`config.mk`:
```
export PLATFORM = sky130hd
export DESIGN_NAME = ptacc_ctrl
export DESIGN_NICKNAME = d
export VERILOG_FILES = /design/src/sv/ptacc_pkg.sv /design/src/sv/ptacc_ctrl.sv
export SDC_FILE = /design/constraint.sdc
export NUM_CORES = 1
export LEC_CHECK = 0
export BUFFER_PORTS_ARGS = -buffer_cell sky130_fd_sc_hd__buf_2
export CORE_MARGIN = 1.5
export CORE_UTILIZATION = 55
export CTS_BUF_LIST = sky130_fd_sc_hd__clkbuf_8
export CTS_CLUSTER_DIAMETER = 40
export CTS_CLUSTER_SIZE = 40
export DETAILED_ROUTE_END_ITERATION = 8
export HOLD_SLACK_MARGIN = 0.15
export PLACE_DENSITY = 0.81
export SLEW_MARGIN = 25
export SYNTH_ARGS = -nofsm -noshare
export SYNTH_HDL_FRONTEND = slang
export SYNTH_SLANG_ARGS = --single-unit
export TNS_END_PERCENT = 10
```
`constraint.sdc`:
```
create_clock -name clk -period 2.2 [get_ports clk]
set_input_delay 0.33 -clock clk [delete_from_list [all_inputs] [get_ports clk]]
set_output_delay 0.33 -clock clk [all_outputs]
set_load 0.02 [all_outputs]
```
`src/sv/ptacc_pkg.sv`:
```
package ptacc_pkg;

    // Operation codes carried in the operation field
    localparam logic [2:0] OP_SET  = 3'd0;
    localparam logic [2:0] OP_ADD  = 3'd1;
    localparam logic [2:0] OP_SUB  = 3'd2;
    localparam logic [2:0] OP_MUL  = 3'd3;
    localparam logic [2:0] OP_EMIT = 3'd4;

    typedef struct packed {
        logic [2:0]         operation;
        logic signed [31:0] term_coeff;
        logic [15:0]        term_power;
        logic               last_term;
    } term_beat_t;

    typedef struct packed {
        logic signed [31:0] out_coeff;
        logic [15:0]        out_power;
        logic               out_last;
        logic               overflow;
    } result_beat_t;

    // One stored polynomial term
    typedef struct packed {
        logic [31:0] coeff;
        logic [15:0] power;
    } term_t;

    typedef enum logic [3:0] {
        CMD_NONE,
        CMD_LOAD,
        CMD_ADD_INIT,
        CMD_MUL_INIT,
        CMD_MUL_TERM_RD,
        CMD_MUL_TERM_LATCH,
        CMD_MRG_RD,
        CMD_MRG_WT,
        CMD_MRG_STEP,
        CMD_COPY_INIT,
        CMD_COPY_RD,
        CMD_COPY_WR,
        CMD_EMIT_INIT,
        CMD_EMIT_RD,
        CMD_EMIT_WT,
        CMD_EMIT_NEXT
    } dp_cmd_t;

    typedef enum logic [1:0] {
        CK_SET,
        CK_MIX2ACC,
        CK_MIX2SCR,
        CK_SCR2ACC
    } copy_kind_t;

    typedef enum logic [3:0] {
        S_IDLE,
        S_DISPATCH,
        S_M_RD,
        S_M_WT,
        S_M_STEP,
        S_MT_CHK,
        S_MT_LAT,
        S_CP_RD,
        S_CP_WR,
        S_FIN,
        S_E_RD,
        S_E_WT,
        S_E_OUT
    } ctrl_state_t;

    typedef struct packed {
        dp_cmd_t    cmd;
        copy_kind_t kind;
        logic       negate;
        logic       opd_clear;
    } dp_ctl_t;

    typedef struct packed {
        logic merge_more;
        logic copy_more;
        logic mul_more;
        logic emit_last;
    } dp_stat_t;

endpackage

```
`src/sv/ptacc_ctrl.sv`:
```
module ptacc_ctrl
    import ptacc_pkg::*;
(
    input  logic       clk,
    input  logic       rst_n,
    input  logic       term_valid,
    input  logic [2:0] term_op,
    input  logic       term_last,
    output logic       term_stall,
    output logic       result_valid,
    input  logic       result_stall,
    input  dp_stat_t   stat,
    output dp_ctl_t    ctl
);

    ctrl_state_t state_reg, state_next;
    logic [2:0]  op_reg, op_next;
    copy_kind_t  kind_reg, kind_next;

    // Advance state
    always_ff @(posedge clk or negedge rst_n)
    begin
        if (!rst_n)
        begin
            state_reg <= S_IDLE;
            op_reg    <= OP_SET;
            kind_reg  <= CK_SET;
        end
        else
        begin
            state_reg <= state_next;
            op_reg    <= op_next;
            kind_reg  <= kind_next;
        end
    end

    // Sequence the datapath
    always_comb
    begin
        state_next    = state_reg;
        op_next       = op_reg;
        kind_next     = kind_reg;
        ctl.cmd       = CMD_NONE;
        ctl.kind      = kind_reg;
        ctl.negate    = (op_reg == OP_SUB);
        ctl.opd_clear = 1'b0;
        term_stall    = (state_reg != S_IDLE);
        result_valid  = (state_reg == S_E_OUT);
        case (state_reg)
            S_IDLE:
            begin
                if (term_valid)
                begin
                    if (term_op == OP_EMIT)
                    begin
                        ctl.cmd    = CMD_EMIT_INIT;
                        state_next = S_E_RD;
                    end
                    else if (term_op == OP_SET || term_op == OP_ADD ||
                             term_op == OP_SUB || term_op == OP_MUL)
                    begin
                        ctl.cmd = CMD_LOAD;
                        if (term_last)
                        begin
                            op_next    = term_op;
                            state_next = S_DISPATCH;
                        end
                    end
                end
            end
            S_DISPATCH:
            begin
                case (op_reg)
                    OP_SET:
                    begin
                        ctl.cmd    = CMD_COPY_INIT;
                        ctl.kind   = CK_SET;
                        kind_next  = CK_SET;
                        state_next = S_CP_RD;
                    end
                    OP_ADD, OP_SUB:
                    begin
                        ctl.cmd    = CMD_ADD_INIT;
                        state_next = S_M_RD;
                    end
                    OP_MUL:
                    begin
                        ctl.cmd    = CMD_MUL_INIT;
                        state_next = S_MT_CHK;
                    end
                    default:
                    begin
                        state_next = S_FIN;
                    end
                endcase
            end
            S_M_RD:
            begin
                if (stat.merge_more)
                begin
                    ctl.cmd    = CMD_MRG_RD;
                    state_next = S_M_WT;
                end
                else
                begin
                    ctl.cmd    = CMD_COPY_INIT;
                    ctl.kind   = (op_reg == OP_MUL) ? CK_MIX2SCR : CK_MIX2ACC;
                    kind_next  = ctl.kind;
                    state_next = S_CP_RD;
                end
            end
            S_M_WT:
            begin
                ctl.cmd    = CMD_MRG_WT;
                state_next = S_M_STEP;
            end
            S_M_STEP:
            begin
                ctl.cmd    = CMD_MRG_STEP;
                state_next = S_M_RD;
            end
            S_MT_CHK:
            begin
                if (stat.mul_more)
                begin
                    ctl.cmd    = CMD_MUL_TERM_RD;
                    state_next = S_MT_LAT;
                end
                else
                begin
                    ctl.cmd    = CMD_COPY_INIT;
                    ctl.kind   = CK_SCR2ACC;
                    kind_next  = CK_SCR2ACC;
                    state_next = S_CP_RD;
                end
            end
            S_MT_LAT:
            begin
                ctl.cmd    = CMD_MUL_TERM_LATCH;
                state_next = S_M_RD;
            end
            S_CP_RD:
            begin
                if (stat.copy_more)
                begin
                    ctl.cmd    = CMD_COPY_RD;
                    state_next = S_CP_WR;
                end
                else if (kind_reg == CK_MIX2SCR)
                begin
                    state_next = S_MT_CHK;
                end
                else
                begin
                    state_next = S_FIN;
                end
            end
            S_CP_WR:
            begin
                ctl.cmd    = CMD_COPY_WR;
                state_next = S_CP_RD;
            end
            S_FIN:
            begin
                // drop the consumed operand
                ctl.opd_clear = 1'b1;
                state_next    = S_IDLE;
            end
            S_E_RD:
            begin
                ctl.cmd    = CMD_EMIT_RD;
                state_next = S_E_WT;
            end
            S_E_WT:
            begin
                ctl.cmd    = CMD_EMIT_WT;
                state_next = S_E_OUT;
            end
            S_E_OUT:
            begin
                if (!result_stall)
                begin
                    ctl.cmd    = CMD_EMIT_NEXT;
                    state_next = stat.emit_last ? S_IDLE : S_E_RD;
                end
            end
            default:
            begin
                state_next = S_IDLE;
            end
        endcase
    end

endmodule

```
-- After elaboration in Yosys (flattened, before gate mapping)
Index checks and enable logic that the tools add are counted.
- bits in registers: 9
- latch bits: 0
- RAM bits: 0
- bits in read-only memories: 0
- input bits: 12
- output and inout port bits: 10
- logic and storage cells: 66
- memories: 0
- $add $sub $neg: 0
- multiply operators: 0
- divide/modulo/power cells: 0
- $lt $le $gt $ge: 0
- eq/ne operators: 24
- shift operators: 0
- muxes and demuxes: 27
- bitwise logic cells: 1
- reduce and logical (&&, ||, !) cells: 11
- operators with widths (kind ; count):
    2-to-1 mux 4 bit ; 14
    one-hot mux 4 bit (12 select lines) ; 1
    one-hot mux 4 bit (11 select lines) ; 1
    one-hot mux 4 bit (3 select lines) ; 2
    == test 4 bit (second input constant) ; 5
    == test 4 x 3 -> 1 bit (second input constant) ; 4
    == test 3 x 2 -> 1 bit (second input constant) ; 4
    == test 4 x 2 -> 1 bit (second input constant) ; 2
    2-to-1 mux 2 bit ; 4
    == test 3 x 1 -> 1 bit (second input constant) ; 2
    logical NOT 3 bit ; 2
    != test 3 bit (second input constant) ; 2
    one-hot mux 2 bit (3 select lines) ; 1
    AND reduction 5 bit ; 1
    == test 4 x 1 -> 1 bit (second input constant) ; 1
    logical NOT 4 bit ; 1
    != test 2 bit (second input constant) ; 2
    AND reduction 4 bit ; 1
    nonzero test 4 bit ; 1
    OR reduction 2 bit ; 2
    == test 3 bit (second input constant) ; 1
    logical OR 1 bit ; 3
    2-to-1 mux 1 bit ; 3
    2-to-1 mux 3 bit ; 1
    2 further kinds ; 2

-- Longest topological paths before layout
- depth in word-level cells: 8
- depth in mapped cells: 6
- mapped depth without buffers: 4

-- Worst setup path before layout
No wires, ideal clock.
- path type: reg2out
- start point: reg state_reg[2]
- end point: out ctl[5] (netlist name)
- arrival: 1.672 ns
- required time: 1.870 ns
- path slack: 0.198 ns
- stages on the path, launching flop included: 6
- path buffers: 1
- path through: dfrtp_1 -> buf_4 -> nand2_1 -> nor3_1 -> a32oi_1 -> o2111ai_1
- RTL lines (element ; line ; RTL):
    start: declaration ; ptacc_ctrl.sv:16 ; ctrl_state_t state_reg, state_next;
    start signal: assignment ; ptacc_ctrl.sv:31 ; state_reg <= state_next;
    end: declaration ; ptacc_ctrl.sv:13 ; output dp_ctl_t ctl

==> results by group <==
Pwr
  – Power Dens Cells: 1620 mW/mm2
  – Sequential group share of total power: 15.8%
  – Switch share: 49.1%
  – Leak: 0.528 nW
  – Sw power: 954 uW
  – Pint: 989 uW
  – Clock power share: 10.1%
  – Peak VDD IR: 0.000980 V
  – Portion of total power attributed to combinational logic: 74.1%

Cells and area
  – Layout area overhead: 29.0%
  – Fill cells: 116
  – Sequential cell area: 228 um2
  – Layout net count: 159
  – Antenna diode count: 0
  – Largest register FFs: 4
  – Share of layout cells above drive strength 1: 36.3%
  – Area of the multi-input gates: 662 um2
  – Final instance area: 0.00120 mm2

Floorplan
  – Die Width: 44.1 um
  – Die area: 0.00195 mm2
  – I/O pin cnt: 22
  – # rows: 14
  – Core box area: 0.00154 mm2
  – Die Y: 44.1 um
  – Initial Utilization: 60.4%

Clock tree
  – Root Buffer: clkbuf_8
  – Clk slew on worst S/H paths: 0.05 ns
  – H-tree Lvls: 1
  – TritonCTS Sinks: 9
  – Later-pin clock latency in the skew report: 0.24 ns
  – Clock Path Buffers: 2
  – TritonCTS clock tree: built
  – Number of buffers created by CTS: 3

Timing
  – Endpoints failing hold: 0
  – Setup TNS: 0 ns
  – Setup repair after global routing missed its margin: true
  – Clk_skew: 0.00332 ns
  – Slew Limit Headroom: 74.5%
  – Final min period: 2.18 ns
  – Final Max Tran Viols: 0
  – Setup Viol. Count Final: 0
  – Period utilization: 98.9%
  – Worst-Margin Slew: 0.382 ns
  – Fmax: 0.460 GHz

Synth
  – Synth area leader: dfrtp_1
  – Mapped cell area: 931 um2
  – Yosys reg bits: 9
  – Area share of the largest cell type after synthesis: 24.2%
  – Register area share after synthesis: 24.2%
  – Synthesized netlist cell count: 117
  – Primary FF master, synth: dfrtp_1
  – Synth async-reset ratio: 100%
  – Largest cells by area after synthesis: dfrtp_1 (24%), nand2_1 (4.0%), nand2b_1 (4.0%)
  – Synth unique cells: 50
  – Syn Nets: 129
  – Number of synthesized flops with an enable pin: 0
  – Post-synth top cells: nand2_1 (10), dfrtp_1 (9), a21oi_1 (7), nor2_1 (7)
  – Top-count cell post-synth: nand2_1
  – Mapped Avg Cell Area: 7.96 um2
  – YS warnings: 0

Global routing
  – Largest net degree at the start of global routing: 21
  – Met2 usage: 50.9%
  – GRT Max-Usage Layer: met2
  – First-pass GRT wire length: 4350 um
  – Initial antenna violation count: 0
  – GR Overflow Total: 0
  – Vias in the first global route: 924
  – Total global-route track usage: 30.7%
  – GRT met1 Usage: 39.2%
  – Grt met3 use: 5.31%

Hold path
  – Hold crit path type: in -> reg

Critical path
  – Cell Chain, Critical Path: or2_4 > or3_4 > o21bai_1 > or3_1 > buf_2
  – Startpoint Class: flop
  – Kind of critical path: reg -> out
  – CP max stage cell: dfrtp_1
  – Crit-path max cell delay: 0.41 ns
  – Crit path DAT: 1.85 ns
  – Critical path required time: 1.87 ns
  – CP max FO: 6
  – Worst setup EP type: output port
  – Number of buffers and inverters on the critical path: 1
  – Cell family with most CP delay: simple AND/OR/NAND/NOR gates

Routing
  – Initial drt markers: 36
  – DR DRC count: 0
  – Wire per inst: 17.7 um
  – Vias post-DR: 1069
  – Routed WL: 2860 um
  – Vias per cell: 6.60
  – DR pass1 iterations: 4
  – ANT nets after route: 0

Place
  – Placed cell area: 0.00106 mm2
  – RePlAce Congestion: 0.930
  – DP HPWL: 1990 um
  – Port buffer count: 21

Run status
  – Status: finished clean

Run
  – Max Cap Viol: 0
## stage by stage
stage               power (mW)  instances  util [%]  hold slack [ns]  worst slack, ns
floorplan                 1.23        117         -           0.0344            0.198
global placement          1.53        153      69.0            0.190            0.207
detailed placement        1.56        153      69.0            0.196            0.183
CTS                       1.79        158      73.2            0.362         0.000671
global route              2.06        162      77.9            0.368          -0.0499
finish                    1.94        162      77.9            0.371           0.0248
## power by group through the flow
stage	combinational, mW	sequential [mW]	clock (mW)
3_3_place_gp	1.21	0.324	0
6_report	1.44	0.308	0.196
3_5_place_dp	1.23	0.331	0
5_1_grt	1.54	0.315	0.203
2_1_floorplan	0.938	0.295	0
4_1_cts	1.26	0.335	0.193
## final cells by class
type / instances / share of cell area, %
inverter: 6 / 1.88
clock inverter: 1 / 0.313
multi-input combinational: 93 / 55.1
sequential: 9 / 19.0
tap: 16 / 1.67
clock buffer: 3 / 3.44
timing repair buffer: 34 / 18.6
## worst paths after layout
check	from	to	slack, ns	cells after the start
worst max-delay path	state_reg[2]$_DFFE_PN0P_	ctl[4]	0.02	5
worst min-delay path	term_op[0]	op_reg[0]$_DFFE_PN0P_	0.37	2
worst max register to register	state_reg[0]$_DFFE_PN0P_	op_reg[1]$_DFFE_PN0P_	0.43	5
worst min register to register	kind_reg[0]$_DFF_PN0_	kind_reg[0]$_DFF_PN0_	0.58	2
max in group asynchronous	rst_n	state_reg[1]$_DFFE_PN0P_	1.52	2
min in group asynchronous	rst_n	op_reg[2]$_DFFE_PN0P_	0.47	2
## kinds of logic (layout without fill, tap and decap cells)
family	Yosys count	in the layout	share of synthesized area [%]
XOR/XNOR	2	2	1.88
buffers and inverters	15	44	8.06
flip-flops	9	9	24.2
AND/OR/NAND/NOR	47	47	30.4
multiplexers	2	2	3.23
AO/OA/AOI/OAI	42	42	32.3
## placed cells by master (no fill, tap or decap), drive strengths merged, types with 2 or more instances in the layout
cell type  instances
a211oi             2
a21o               2
a21oi              7
a22oi              2
a31oi              3
and3               2
buf               33
clkbuf             3
dfrtp              9
inv                7
mux2               2
nand2             11
nand2b             6
nor2               7
nor2b              3
nor3               3
o211ai             3
o21ai              6
o21bai             2
o22ai              2
o31ai              3
o32ai              2
or2                2
or3                2
or3b               2
xor2               2
## routing by layer
metal	routed length [um]	vias to the layer above
li1	-	498
met1	1160	506
met2	1430	58
met3	226	7
met4	45	0
met5	0	-
## repair_timing
item                                    in CTS  in global routing
endpoints found under the setup margin       3                  4
hold endpoints to repair                     9                  0
cloned                                       0                  0
gates resized for setup                      4                  7
pin swaps                                    1                  2
buffers inserted                             0                  4
hold buffers                                 1                  0
(Power assumes the default switching activity.)
